**config.mk**
```make
export PLATFORM = sky130hd
export DESIGN_NAME = circle_span_rasterizer_core
export DESIGN_NICKNAME = d
export VERILOG_FILES = /design/src/sv/csr_pkg.sv /design/src/sv/circle_span_rasterizer_core.sv /design/src/sv/csr_result.sv
export SDC_FILE = /design/constraint.sdc
export NUM_CORES = 1
export LEC_CHECK = 0
export BUFFER_PORTS_ARGS = -buffer_cell sky130_fd_sc_hd__clkbuf_2
export CELL_PAD_IN_SITES_DETAIL_PLACEMENT = 0
export CELL_PAD_IN_SITES_GLOBAL_PLACEMENT = 2
export CORE_ASPECT_RATIO = 0.9
export CORE_MARGIN = 2
export CORE_UTILIZATION = 42
export DETAILED_ROUTE_END_ITERATION = 10
export GPL_ROUTABILITY_DRIVEN = 0
export PLACE_DENSITY = 0.95
export SLEW_MARGIN = 5
export SYNTH_ARGS = -nofsm -noshare
export SYNTH_HDL_FRONTEND = slang
export SYNTH_SLANG_ARGS = --single-unit
```
**constraint.sdc**
```tcl
create_clock -name i_clk -period 12.5 [get_ports i_clk]
set_input_delay 2.5 -clock i_clk [delete_from_list [all_inputs] [get_ports i_clk]]
set_output_delay 2.5 -clock i_clk [all_outputs]
set_load 0.01 [all_outputs]
```
**src/sv/csr_pkg.sv**
```systemverilog
// Shared types and constants for the circle span rasterizer.
// Used by circle_span_rasterizer_core, csr_result and csr_checker.
package csr_pkg;

    // Screen size defaults
    localparam int SCREEN_WIDTH_DEF  = 640;
    localparam int SCREEN_HEIGHT_DEF = 480;

    // Field widths
    localparam int COORD_W = 12;   // centre and offsets
    localparam int SUM_W   = 13;   // centre plus or minus offset
    localparam int DEC_W   = 16;   // decision variable
    localparam int RAD_W   = 11;
    localparam int COL_W   = 8;
    localparam int XO_W    = 10;   // output column
    localparam int YO_W    = 9;    // output row

    // Action codes
    localparam logic ACT_START = 1'b0;
    localparam logic ACT_STEP  = 1'b1;

    // Input item
    typedef struct packed {
        logic                       action;
        logic signed [COORD_W-1:0]  center_x;
        logic signed [COORD_W-1:0]  center_y;
        logic [RAD_W-1:0]           radius;
        logic [COL_W-1:0]           color;
        logic                       filled;
    } t_in_item;

    // Result item
    typedef struct packed {
        logic               visible;
        logic [XO_W-1:0]    span_x_start;
        logic [XO_W-1:0]    span_x_end;
        logic [YO_W-1:0]    row;
        logic [COL_W-1:0]   pen_color;
        logic               end_of_step;
        logic               figure_done;
    } t_out_item;

    // Snapshot of one step, handed to the result former
    typedef struct packed {
        logic signed [COORD_W-1:0]  off_x;
        logic signed [COORD_W-1:0]  off_y;
        logic signed [COORD_W-1:0]  cen_x;
        logic signed [COORD_W-1:0]  cen_y;
        logic [COL_W-1:0]           color;
        logic                       fill;
        logic                       done;   // final step of the circle
        logic                       idle;   // step with no circle in progress
    } t_job;

endpackage

```
**src/sv/circle_span_rasterizer_core.sv**
```systemverilog
// Bresenham circle rasterizer: one start or step item in, clipped pixels or spans out.
// Depends on csr_pkg and csr_result.
//
// A start item (action 0) loads centre, radius, color and mode and gives
// no result. A step item (action 1) advances the decision variable at once and then
// sends its results from a snapshot, one per cycle through the output register
// while the output is not stalled: 8 results for an outline step, 4 for a filled
// step, 1 for a step with no circle in progress. The result emitter is the limit:
// the next item is taken in the cycle the last result of the current step enters the
// output register, so steps run back to back while the output is not stalled.
module circle_span_rasterizer_core #(
    parameter int SCREEN_WIDTH  = csr_pkg::SCREEN_WIDTH_DEF,
    parameter int SCREEN_HEIGHT = csr_pkg::SCREEN_HEIGHT_DEF
) (
    input  logic                i_clk,
    input  logic                i_rst_n,
    input  logic                i_in_valid,
    output logic                o_in_ready,
    input  csr_pkg::t_in_item   i_in_item,
    output logic                o_out_valid,
    input  logic                i_out_ready,
    output csr_pkg::t_out_item  o_out_item
);

    localparam int CW = csr_pkg::COORD_W;
    localparam int SW = csr_pkg::SUM_W;
    localparam int DW = csr_pkg::DEC_W;

    // Circle state
    logic signed [CW-1:0]       r_cen_x, r_cen_y, r_off_x, r_off_y;
    logic [DW-1:0]              r_dec;
    logic [csr_pkg::COL_W-1:0]  r_color;
    logic                       r_fill, r_active;

    // Emitter state
    csr_pkg::t_job              r_job;
    logic                       r_busy;
    logic [2:0]                 r_idx;
    logic                       r_out_valid;
    csr_pkg::t_out_item         r_out;

    logic signed [CW-1:0]       n_off_x, n_off_y;
    logic [DW-1:0]              n_dec;
    logic                       n_done;
    logic                       load, emit, last, accept, is_step;
    csr_pkg::t_out_item         res;

    // Handshake
    assign load       = !r_out_valid || i_out_ready;
    assign emit       = r_busy && load;
    assign last       = r_job.idle || (r_job.fill ? (r_idx == 3'd3) : (r_idx == 3'd7));
    assign o_in_ready = !r_busy || (emit && last);
    assign accept     = i_in_valid && o_in_ready;
    assign is_step    = (i_in_item.action == csr_pkg::ACT_STEP);

    // Decision update for one step
    always_comb begin
        logic signed [SW-1:0] x13, y13, ny13, diff;
        logic [DW-1:0]        x16, diff16;
        x13    = {r_off_x[CW-1], r_off_x};
        y13    = {r_off_y[CW-1], r_off_y};
        diff   = x13 - y13;
        x16    = {{(DW-CW){r_off_x[CW-1]}}, r_off_x};
        diff16 = {{(DW-SW){diff[SW-1]}}, diff};
        if (r_dec[DW-1]) begin
            n_dec = r_dec + (x16 << 2) + DW'(6);
            ny13  = y13;
        end else begin
            n_dec = r_dec + (diff16 << 2) + DW'(10);
            ny13  = y13 - SW'(1);
        end
        n_off_x = r_off_x + CW'(1);
        n_off_y = ny13[CW-1:0];
        n_done  = (x13 + SW'(1)) > ny13;
    end

    // Circle state registers
    always_ff @(posedge i_clk) begin
        if (!i_rst_n) begin
            r_cen_x  <= '0;
            r_cen_y  <= '0;
            r_off_x  <= '0;
            r_off_y  <= '0;
            r_dec    <= '0;
            r_color  <= '0;
            r_fill   <= 1'b0;
            r_active <= 1'b0;
        end else if (accept) begin
            if (!is_step) begin
                r_cen_x  <= i_in_item.center_x;
                r_cen_y  <= i_in_item.center_y;
                r_off_x  <= '0;
                r_off_y  <= {1'b0, i_in_item.radius};
                r_dec    <= DW'(3) - {4'b0, i_in_item.radius, 1'b0};
                r_color  <= i_in_item.color;
                r_fill   <= i_in_item.filled;
                r_active <= 1'b1;
            end else if (r_active) begin
                r_off_x  <= n_off_x;
                r_off_y  <= n_off_y;
                r_dec    <= n_dec;
                r_active <= !n_done;
            end
        end
    end

    // Step snapshot and result counter
    always_ff @(posedge i_clk) begin
        if (!i_rst_n) begin
            r_busy <= 1'b0;
            r_idx  <= '0;
        end else if (accept && is_step) begin
            r_busy <= 1'b1;
            r_idx  <= '0;
        end else if (emit) begin
            if (last) begin
                r_busy <= 1'b0;
            end else begin
                r_idx <= r_idx + 3'd1;
            end
        end
    end

    always_ff @(posedge i_clk) begin
        if (accept && is_step) begin
            r_job.off_x <= r_off_x;
            r_job.off_y <= r_off_y;
            r_job.cen_x <= r_cen_x;
            r_job.cen_y <= r_cen_y;
            r_job.color <= r_color;
            r_job.fill  <= r_fill;
            r_job.done  <= n_done;
            r_job.idle  <= !r_active;
        end
    end

    csr_result #(
        .SCREEN_WIDTH  (SCREEN_WIDTH),
        .SCREEN_HEIGHT (SCREEN_HEIGHT)
    ) u_result (
        .i_job  (r_job),
        .i_idx  (r_idx),
        .i_last (last),
        .o_res  (res)
    );

    // Output register
    always_ff @(posedge i_clk) begin
        if (!i_rst_n) begin
            r_out_valid <= 1'b0;
        end else if (load) begin
            r_out_valid <= emit;
        end
    end

    always_ff @(posedge i_clk) begin
        if (emit) begin
            r_out <= res;
        end
    end

    assign o_out_valid = r_out_valid;
    assign o_out_item  = r_out;

endmodule

```
**src/sv/csr_result.sv**
```systemverilog
// Forms one clipped result (pixel or span) of a step from the job snapshot.
// Depends on csr_pkg for t_job and t_out_item.
module csr_result #(
    parameter int SCREEN_WIDTH  = csr_pkg::SCREEN_WIDTH_DEF,
    parameter int SCREEN_HEIGHT = csr_pkg::SCREEN_HEIGHT_DEF
) (
    input  csr_pkg::t_job       i_job,
    input  logic [2:0]          i_idx,
    input  logic                i_last,
    output csr_pkg::t_out_item  o_res
);

    localparam logic signed [csr_pkg::SUM_W-1:0] WS  = csr_pkg::SUM_W'(SCREEN_WIDTH);
    localparam logic signed [csr_pkg::SUM_W-1:0] HS  = csr_pkg::SUM_W'(SCREEN_HEIGHT);
    localparam logic signed [csr_pkg::SUM_W-1:0] WM1 = csr_pkg::SUM_W'(SCREEN_WIDTH - 1);

    logic signed [csr_pkg::SUM_W-1:0] ox, oy, cx, cy;
    logic signed [csr_pkg::SUM_W-1:0] cpx, cmx, cpy, cmy, rpy, rmy, rpx, rmx;
    logic signed [csr_pkg::SUM_W-1:0] px, py, sa, sb, lo, hi;
    logic pix_vis, row_ok, span_vis;

    // Candidate columns and rows
    assign ox  = {i_job.off_x[csr_pkg::COORD_W-1], i_job.off_x};
    assign oy  = {i_job.off_y[csr_pkg::COORD_W-1], i_job.off_y};
    assign cx  = {i_job.cen_x[csr_pkg::COORD_W-1], i_job.cen_x};
    assign cy  = {i_job.cen_y[csr_pkg::COORD_W-1], i_job.cen_y};
    assign cpx = cx + ox;
    assign cmx = cx - ox;
    assign cpy = cx + oy;
    assign cmy = cx - oy;
    assign rpy = cy + oy;
    assign rmy = cy - oy;
    assign rpx = cy + ox;
    assign rmx = cy - ox;

    // Octant pixel select
    always_comb begin
        case (i_idx)
            3'd0: begin px = cpx; py = rpy; end
            3'd1: begin px = cmx; py = rpy; end
            3'd2: begin px = cpx; py = rmy; end
            3'd3: begin px = cmx; py = rmy; end
            3'd4: begin px = cpy; py = rpx; end
            3'd5: begin px = cmy; py = rpx; end
            3'd6: begin px = cpy; py = rmx; end
            default: begin px = cmy; py = rmx; end
        endcase
    end

    // Span ends for indexes 0..3, chosen by their own select on the low index bits
    always_comb begin
        case (i_idx[1:0])
            2'd0: begin sa = cpx; sb = cmx; end
            2'd1: begin sa = cpx; sb = cmx; end
            2'd2: begin sa = cpy; sb = cmy; end
            default: begin sa = cpy; sb = cmy; end
        endcase
    end

    // Order span ends
    assign lo = (sb < sa) ? sb : sa;
    assign hi = (sb < sa) ? sa : sb;

    // Clipping
    always_comb begin
        logic signed [csr_pkg::SUM_W-1:0] srow;
        srow     = (i_idx[1:0] == 2'd0) ? rpy :
                   (i_idx[1:0] == 2'd1) ? rmy :
                   (i_idx[1:0] == 2'd2) ? rpx : rmx;
        pix_vis  = (px >= 0) && (px < WS) && (py >= 0) && (py < HS);
        row_ok   = (srow >= 0) && (srow < HS);
        span_vis = row_ok && !(hi < 0) && !(lo >= WS);

        o_res              = '0;
        o_res.pen_color    = i_job.color;
        o_res.end_of_step  = i_last;
        o_res.figure_done  = i_job.done | i_job.idle;
        if (i_job.idle) begin
            o_res.visible = 1'b0;
        end else if (i_job.fill) begin
            o_res.visible = span_vis;
            if (span_vis) begin
                o_res.span_x_start = (lo < 0) ? '0 : lo[csr_pkg::XO_W-1:0];
                o_res.span_x_end   = (hi >= WS) ? WM1[csr_pkg::XO_W-1:0]
                                                : hi[csr_pkg::XO_W-1:0];
                o_res.row          = srow[csr_pkg::YO_W-1:0];
            end
        end else begin
            o_res.visible = pix_vis;
            if (pix_vis) begin
                o_res.span_x_start = px[csr_pkg::XO_W-1:0];
                o_res.span_x_end   = px[csr_pkg::XO_W-1:0];
                o_res.row          = py[csr_pkg::YO_W-1:0];
            end
        end
    end

endmodule

```
Word-level counts from Yosys, hierarchy flattened
Cells that the tools add are included.
Storage, ports and cells
  register bits: 178
  input port bits: 49
  word-level logic and storage cells: 133
Cells by class
  $add $sub $neg: 18
  magnitude comparators: 12
  equality and inequality tests: 10
  muxes and demuxes: 28
  bitwise gates (word level): 4
  reduce and logical (&&, ||, !) cells: 35
Operators by type and width (count)
  $mux 13: 8
  $pmux 13 s3: 2
  $sub 12x12->13: 5
  $mux 29: 2
  $add 12x12->13: 4
  $mux 12: 4
  $mux 16: 3
  $ge 13x1->1 const B: 3
  $add 16x16->16: 2
  $mux 30: 1
  $ge 13x11->1 const B: 2
  $lt 13x1->1 const B: 2
  $lt 13x10->1 const B: 2
  $mux 10: 2
  $add 16x3->16 const B: 1
  $add 16x4->16 const B: 1
  $reduce_or 2->1: 8
  $add 12x2->13 const B: 1
  $gt 13x13->1: 1
  $lt 13x11->1 const B: 1
  $lt 13x13->1: 1
  $sub 12x2->13 const B: 1
  $sub 2x12->13 const A: 1
  $add 12x2->12 const B: 1
  17 further kinds: 48

Logic depth before layout (Yosys ltp)
Gate-level depths: netlist of run 1.
  word-level depth: 11
  mapped depth: 24
  gate-level depth less buffers: 21

Hierarchy
A second synthesis of run 1 with hierarchy kept.
Unflattened totals
  cell total of the unflattened synthesis: 1937
  area total of the unflattened synthesis: 16663.5 µm²
By module, submodules not included
  circle_span_rasterizer_core: times used 1, cells each 858, area an instance 9121.2 µm², sequential area each 4534.3 µm²
  csr_result: times used 1, cells each 1079, area an instance 7542.2 µm², sequential area each 0.0 µm²

Worst setup path after synthesis of run 1
Ideal clock, no wire load.
  path kind: input to output
  from: input port i_out_ready
  to: output port o_in_ready
  arrival time: 2956 ps
  data required time: 10000 ps
  path slack: 7044 ps
  stages: 2
  buffers on the path: 0
  path through: nor2b_1 -> o21ai_0
On the way
  word-level cells in the longest chain between the ends: 4
RTL lines
  start, declared: RTL line circle_span_rasterizer_core.sv:21  | input logic i_out_ready,
  $logic_or 1x1->1: RTL line circle_span_rasterizer_core.sv:49  | assign load = !r_out_valid || i_out_ready;
  $logic_and 1x1->1: RTL line circle_span_rasterizer_core.sv:50  | assign emit = r_busy && load;
  $logic_and 1x1->1: RTL line circle_span_rasterizer_core.sv:52  | assign o_in_ready = !r_busy || (emit && last);
  $logic_or 1x1->1: RTL line circle_span_rasterizer_core.sv:52
  end, declared: RTL line circle_span_rasterizer_core.sv:18  | output logic o_in_ready,
No other way between the ends.

Worst setup path in the final report of run 1
  from: register r_job[24] (netlist bit)
  to: register r_out, in the netlist o_out_item[29] (data pin)
On the way
  word-level cells in the longest chain between the ends: 10
RTL lines
  start, declared: RTL line circle_span_rasterizer_core.sv:36  | csr_pkg::t_job r_job;
  $sub 12x12->13, or another cell as far along: RTL line csr_result.sv:30  | assign cmy = cx - oy;
  $mux 13: RTL line csr_result.sv:52  | case (i_idx[1:0])
  $lt 13x13->1: RTL line csr_result.sv:61, csr_result.sv:62
  $mux 13: RTL line csr_result.sv:62  | assign hi = (sb < sa) ? sa : sb;
  $lt 13x1->1: RTL line csr_result.sv:72  | span_vis = row_ok && !(hi < 0) && !(lo >= WS);
  $logic_not 1->1: RTL line csr_result.sv:72
  $logic_and 1x1->1 (2 in a row): RTL line csr_result.sv:72
  $mux 29: RTL line csr_result.sv:82  | if (span_vis) begin
  $mux 30 *: RTL line csr_result.sv:80  | end else if (i_job.fill) begin
  end signal, assigned: RTL line circle_span_rasterizer_core.sv:158  | r_out <= res;
  end, declared: RTL line circle_span_rasterizer_core.sv:40  | csr_pkg::t_out_item r_out;
Every way passes the cells marked *; elsewhere a longest branch is shown, timed or not.
A chain may end at the register's enable or synchronous reset.

==> impl_metrics.csv, run 1 <==
group,metric,value,unit
timing,worst_pin_slew,1090,ps
logic_synthesis,syn_inst,1868,
clock_network,cts_buffer_depth,2,
timing,relSlewSlack,25.2,%
clock_network,cts.repair.resized,0,
floorplan,dieHeight,190,µm
setup_path,r2r_slack,6520,ps
setup_path,cp_max_fo,29,
detailed_routing,drcViolationCount,0,
final_layout,finalNetCount,2157,
global_route,grt_max_degree,77,
hold_path,hold_class,"reg2reg",
place,place_hpwl,38.1,mm
run_status,outcome,"finished clean",
pwr,power_density,106,nW/µm²
logic_synthesis,synth_edf_count,99,
logic_synthesis,yosys_warnings,0,
floorplan,dieArea,39800,µm²
logic_synthesis,synth_flop_cell,"edfxtp_1",
final_layout,layout_commonest_cell,"ha_1",
hold_path,whs_path_depth,0,
clock_network,h-tree-depth,4,
logic_synthesis,async_flop_share,0,%
logic_synthesis,ys_ff_latch,177,
setup_path,critPathLaunch,"r_job[24]",
timing,fin_crit_sh,47.8,%
timing,grt_setup_unrepaired,"false",
logic_synthesis,synthesis.nets,2122,
clock_network,tritoncts,"built",
logic_synthesis,synthDistinctLibCells,94,
timing,clock_skew,21.4,ps
detailed_routing,wl_met1,21.5,mm
timing,min_period,5980,ps
logic_synthesis,ys_seq_area_share,28.2,%
floorplan,pin_count,91,
setup_path,timing.rr.start,"r_job[24]",
timing,max_freq,0.167,GHz
setup_path,crit_end,"o_out_item[29]",
detailed_routing,wl_met3,2.76,mm
floorplan,start_util,42.9,%
run,max_cap_viol_count,0,
detailed_routing,drt_pass1_iterations,5,
pwr,leakage,7.45,nW
floorplan,rows,67,
detailed_routing,routedWlPerCell,20.2,µm
clock_network,root_buffer,"clkbuf_16",
floorplan,die_x,210,µm
clock_network,cts_setup_buffers,0,
setup_path,r2r-end,"o_out_item[29]",
clock_network,postCtsHoldBufs,0,
clock_network,numCtsBuffers,17,
clock_network,clk_pin_slew_worst_paths,70,ps
floorplan,core-area,37500,µm²
final_layout,diodes,0,
place,io_buffer_count,90,
setup_path,worstPathRequired,12790,ps
timing,slew_viol_final,0,
clock_network,clock-sinks,177,
setup_path,cp-end-kind,"flip-flop",
detailed_routing,finalWirelength,48.4,mm
setup_path,crit_path_start_kind,"flip-flop",
pwr,vdd_drop_max,0.0978,mV
global_route,grt_pass1_vias,13600,
detailed_routing,viasPerCell,5.87,
detailed_routing,dr_wl_met2,22.2,mm
final_layout,drive_above_1_share,9.97,%
global_route,gr-total-overflow,0,
detailed_routing,routed.top_layer,"met4",
clock_network,clock_latency,480,ps
global_route,grt_pass1_wl,75.4,mm
setup_path,worstSetupPathType,"reg2reg",
timing,setup-tns-final,0,ps
detailed_routing,ant_nets,0,
global_route,track_usage,24.5,%
final_layout,area_growth,8.66,%
timing,final-setup-viol-count,0,
detailed_routing,vias,14100,
detailed_routing,drt_iter0_drc,1153,
final_layout,layout_common_cells,"194 x ha_1, 170 x nand2_1, 152 x nor2_1, 118 x inv_1, 110 x a21oi_1",
global_route,antenna_found_initial,0,
pwr,total_power,1.85,mW
logic_synthesis,netlist_area,16100,µm²
setup_path,arrival,6270,ps
logic_synthesis,syn_area_per_cell,8.60,µm²
timing,timing.final.hold_violations,0,
setup_path,worstRegToRegCells,16,
-- final cells by class --
type	instances	area, µm²
Fill cell	3604	20000
Multi-Input combinational cell	1481	10700
Sequential cell	177	4530
Tap cell	483	604
Timing Repair Buffer	106	571
Inverter	120	450
Clock buffer	17	425
Clock inverter	15	166
-- kinds of logic (layout without fill, tap and decap cells) --
logic type / Yosys count / count (layout) / synth area share [%]
buffers and inverters: 210 / 258 / 5.30
XOR/XNOR: 115 / 115 / 6.27
flip-flops: 177 / 177 / 28.2
AND/OR/NAND/NOR: 561 / 561 / 16.8
adder cells (fa/ha/maj): 205 / 205 / 16.5
AO/OA/AOI/OAI: 555 / 555 / 24.0
multiplexers: 45 / 45 / 2.90
-- layer usage --
metal / vias to the layer above / track usage [%]
met3: 101 / 3.67
li1: 6879 / -
met4: 0 / 11.0
met1: 6696 / 31.7
met5: - / 0
met2: 417 / 40.3
-- Yosys cell counts (13+ instances only) --
| master | n | area, µm² |
|---|---|---|
| o211ai_1 | 33 | 248 |
| ha_1 | 194 | 2430 |
| o22ai_1 | 29 | 181 |
| inv_1 | 119 | 447 |
| xnor2_1 | 75 | 657 |
| nand2b_1 | 25 | 156 |
| clkbuf_1 | 64 | 240 |
| a21o_1 | 27 | 203 |
| a31oi_1 | 17 | 106 |
| nand2_1 | 170 | 638 |
| dfxtp_1 | 78 | 1560 |
| nand3_1 | 18 | 90.1 |
| xor2_1 | 40 | 350 |
| o31ai_1 | 15 | 113 |
| o21ai_0 | 88 | 440 |
| nor2_1 | 154 | 578 |
| a211oi_1 | 26 | 195 |
| or3_1 | 19 | 119 |
| nor3_1 | 35 | 175 |
| or2_2 | 13 | 81.3 |
| mux2i_1 | 35 | 350 |
| a21boi_0 | 43 | 323 |
| a21oi_1 | 111 | 556 |
| edfxtp_1 | 99 | 2970 |
| o21a_1 | 16 | 120 |
| buf_2 | 17 | 85.1 |
| nor2b_1 | 50 | 313 |
| a22oi_1 | 19 | 143 |
-- power by group --
group,leakage [nW],internal (mW),switching (mW)
Sequential,1.61,0.642,0.0256
Combinational,5.54,0.260,0.385
Clock,0.293,0.268,0.273
Total,7.45,1.17,0.684
-- worst max-delay path, cell delays in order (launching register included) --
cell	delay [ps]
edfxtp_1	470
inv_1	200
fa_1	530
nor2b_1	190
o31a_1	250
o21ai_2	130
o31ai_1	370
mux2i_1	280
a21oi_1	100
ha_1	340
a2111oi_0	390
a31oi_1	170
a21oi_1	290
mux2i_1	930
nor3_1	120
or4_4	710
o32ai_2	310
-- registers in the layout, indices dropped and copies added (netlist names) --
name,flops
o_out_item,40
o_out_valid,1
r_active,1
r_busy,1
r_cen_x,12
r_cen_y,12
r_color,8
r_dec,15
r_fill,1
r_idx,3
r_job,59
r_off_x,12
r_off_y,12
-- metrics by stage --
stage               area (µm²)  std cells  hold WS [ps]  setup WS, ps  util, %
floorplan                16100       1868           400          7040        -
global placement         16900       2367           403          6700     45.0
detailed placement       16900       2367           405          6550     45.0
CTS                      17400       2399           425          6550     46.6
global route             17400       2399           427          5970     46.6
finish                   17400       2399           424          6520     46.6
-- worst min-delay path by stage --
stage,from,to
finish,r_job[6],o_out_item[5]
global route,r_job[4],o_out_item[3]
CTS,r_job[4],o_out_item[3]
detailed placement,r_job[4],o_out_item[3]
global placement,r_job[8],o_out_item[7]
floorplan,r_job[3],o_out_item[2]
Power figures use the tool's default switching activity.
==> inputs of run 2 (changes only) <==
--- a/config.mk
+++ b/config.mk
@@ -5,15 +5,16 @@
 export SDC_FILE = /design/constraint.sdc
 export NUM_CORES = 1
 export LEC_CHECK = 0
+export ABC_AREA = 1
 export BUFFER_PORTS_ARGS = -buffer_cell sky130_fd_sc_hd__clkbuf_2
 export CELL_PAD_IN_SITES_DETAIL_PLACEMENT = 0
 export CELL_PAD_IN_SITES_GLOBAL_PLACEMENT = 2
 export CORE_ASPECT_RATIO = 0.9
 export CORE_MARGIN = 2
-export CORE_UTILIZATION = 42
+export CORE_UTILIZATION = 36
 export DETAILED_ROUTE_END_ITERATION = 10
 export GPL_ROUTABILITY_DRIVEN = 0
-export PLACE_DENSITY = 0.95
+export PLACE_DENSITY = 0.93
 export SLEW_MARGIN = 5
 export SYNTH_ARGS = -nofsm -noshare
 export SYNTH_HDL_FRONTEND = slang
==> constraint.sdc (replaced) <==
create_clock -name i_clk -period 6.2 [get_ports i_clk]
set_input_delay 1.24 -clock i_clk [delete_from_list [all_inputs] [get_ports i_clk]]
set_output_delay 1.24 -clock i_clk [all_outputs]
set_load 0.01 [all_outputs]
==> run 2 against run 1 <==
Power grew 100%. Non-clock buffer count is 1 higher. Final cell count is 32% higher. Sequential share of layout area down 1.5 points. Die area grew 23%. Critical endpoint is now o_out_item[24].
==> impl_metrics.csv, run 2 <==
group,metric,value,unit
detailed_routing,drcViolationCount,0,
detailed_routing,ant_nets,0,
timing,relSlewSlack,17.4,%
floorplan,start_util,36.4,%
timing,max_freq,0.199,GHz
global_route,track_usage,23.8,%
logic_synthesis,ys_seq_area_share,26.7,%
logic_synthesis,synth_compound_area_share,13.8,%
timing,final-setup-viol-count,0,
logic_synthesis,synthesis.nets,2762,
logic_synthesis,yosys.cell_count.top_type,"nand2_1",
place,dp_cells,3135,
clock_network,cts.repair.resized,0,
timing,slew_viol_final,0,
timing,clock_skew,23.5,ps
logic_synthesis,yosys_warnings,0,
setup_path,cp_max_fo,30,
pwr,total_power,3.77,mW
place,post-place-ws,1300,ps
floorplan,dieArea,49000,µm²
logic_synthesis,synth_flop_cell,"edfxtp_1",
clock_network,root_buffer,"clkbuf_16",
logic_synthesis,yosysTopAreaCell,"edfxtp_1",
run,max_cap_viol_count,0,
logic_synthesis,synthXorXnorAreaFrac,3.71,%
final_layout,multi_input_area,10700,µm²
place,place_area,17900,µm²
global_route,antenna_found_initial,1,
final_layout,regArea,4530,µm²
final_layout,fillers,4980,
logic_synthesis,synth_edf_count,99,
pwr,leakage,9.01,nW
detailed_routing,drt_pass1_iterations,5,
logic_synthesis,synthSimpleGateAreaFrac,29.7,%
place,io_buffer_count,90,
logic_synthesis,async_flop_share,0,%
clock_network,postCtsHoldBufs,0,
logic_synthesis,synthTopCellsByCount,"632 x nand2_1, 320 x inv_1, 273 x nand3_1",
timing,fin_crit_sh,81.0,%
clock_network,clk_pin_slew_worst_paths,90,ps
logic_synthesis,synthAdderAreaFrac,15.6,%
detailed_routing,viasPerCell,5.27,
global_route,grt_max_degree,60,
timing,timing.final.hold_violations,0,
final_layout,drive_above_1_share,7.96,%
clock_network,cts_setup_buffers,0,
setup_path,cp_common_cell,"nand2_1",
setup_path,worstSetupPathType,"reg2reg",
floorplan,core-area,46600,µm²
pwr,power_density,203,nW/µm²
place,place_hpwl,46.8,mm
global_route,grt_pass1_vias,16000,
setup_path,crit_path_start_kind,"flip-flop",
logic_synthesis,netlist_area,17000,µm²
pwr,vdd_drop_max,0.219,mV
timing,finalWorstSetupSlack,1180,ps
logic_synthesis,synthDistinctLibCells,49,
final_layout,finalNetCount,2792,
timing,setup-tns-final,0,ps
floorplan,rows,75,
setup_path,worstPathRequired,6520,ps
logic_synthesis,synth_top_area_share,17.5,%
final_layout,largest_register,"r_job",
logic_synthesis,synth_top_family_by_area,"simple AND/OR/NAND/NOR gates",
clock_network,numCtsBuffers,17,
clock_network,h-tree-depth,4,
detailed_routing,drt_iter0_drc,1390,
floorplan,dieHeight,210,µm
final_layout,largest_reg_flops,59,
detailed_routing,vias,16700,
floorplan,pin_count,91,
logic_synthesis,synth_area_leaders,"edfxtp_1 17%, ha_1 14%, nand2_1 14%",
floorplan,die_x,233,µm
clock_network,cts_buffer_depth,2,
final_layout,final_cells,3168,
timing,worst_pin_slew,1240,ps
final_layout,layout_commonest_cell,"nand2_1",
setup_path,arrival,5340,ps
final_layout,final_util,39.7,%
detailed_routing,finalWirelength,57.4,mm
global_route,grt_pass1_wl,89.5,mm
logic_synthesis,ys_ff_latch,177,
detailed_routing,routedWlPerCell,18.1,µm
logic_synthesis,synth_mux_area_share,0.0589,%
timing,hold_slack,423,ps
global_route,gr-total-overflow,0,
setup_path,cp-end-kind,"flip-flop",
clock_network,tritoncts,"built",
timing,min_period,5020,ps
setup_path,crit_slowest_cell,"edfxtp_1",
logic_synthesis,syn_area_per_cell,6.77,µm²
final_layout,layout_common_cells,"632 x nand2_1, 319 x inv_1, 273 x nand3_1, 226 x a21oi_1, 194 x ha_1",
setup_path,cp_slowest_stage_delay,520,ps
timing,grt_setup_unrepaired,"false",
logic_synthesis,syn_inst,2508,
run_status,outcome,"finished clean",
clock_network,clock-sinks,177,
final_layout,area_growth,8.96,%
clock_network,clock_latency,500,ps
hold_path,hold_class,"reg2reg",
final_layout,stdcell_area,18500,µm²
run 2: cells by family after synthesis:
family,Yosys count
compound gates,431
buf+inv,443
flops,177
mux,1
simple gates,1179
xor+xnor,72
fa+ha+maj,205
run 2: report_power, final:
group          internal (mW)  switching [mW]  leakage (nW)
sequential              1.29          0.0546          1.61
combinational          0.417           0.847          7.10
clock                  0.562           0.595         0.304
total                   2.27            1.50          9.01
run 2: worst max-delay path, delay by kind of cell (launching register included):
kind            cells  cell delay [ps]
simple gates       19             2000
fa+ha+maj           3             1030
buf+inv             4              930
flops               1              520
compound gates      2              330
run 2: area by class of cell:
type | count | share of cell area [%]
timing repair buffer | 107 | 3.12
tap | 616 | 4.16
sequential | 177 | 24.5
inverter | 347 | 7.04
clock buffer | 17 | 2.30
clock inverter | 15 | 1.13
multi-input combinational | 1888 | 57.7
antenna | 1 | 0.0135
run 2: final timing paths:
kind	from	end	slack, ps	cells after the start
worst max-delay path	r_job[35]	o_out_item[24]	1180	28
worst min register to register	r_job[4]	o_out_item[3]	420	0
worst max register to register	r_job[35]	o_out_item[24]	1180	28
worst min-delay path	r_job[4]	o_out_item[3]	420	0
run 2: layer usage:
layer,GRT usage [%],wire length (µm),up-vias
met1,33.2,27000,7703
met5,0,0,-
li1,-,-,8377
met2,36.8,24700,547
met4,9.01,1810,0
met3,3.75,3910,81
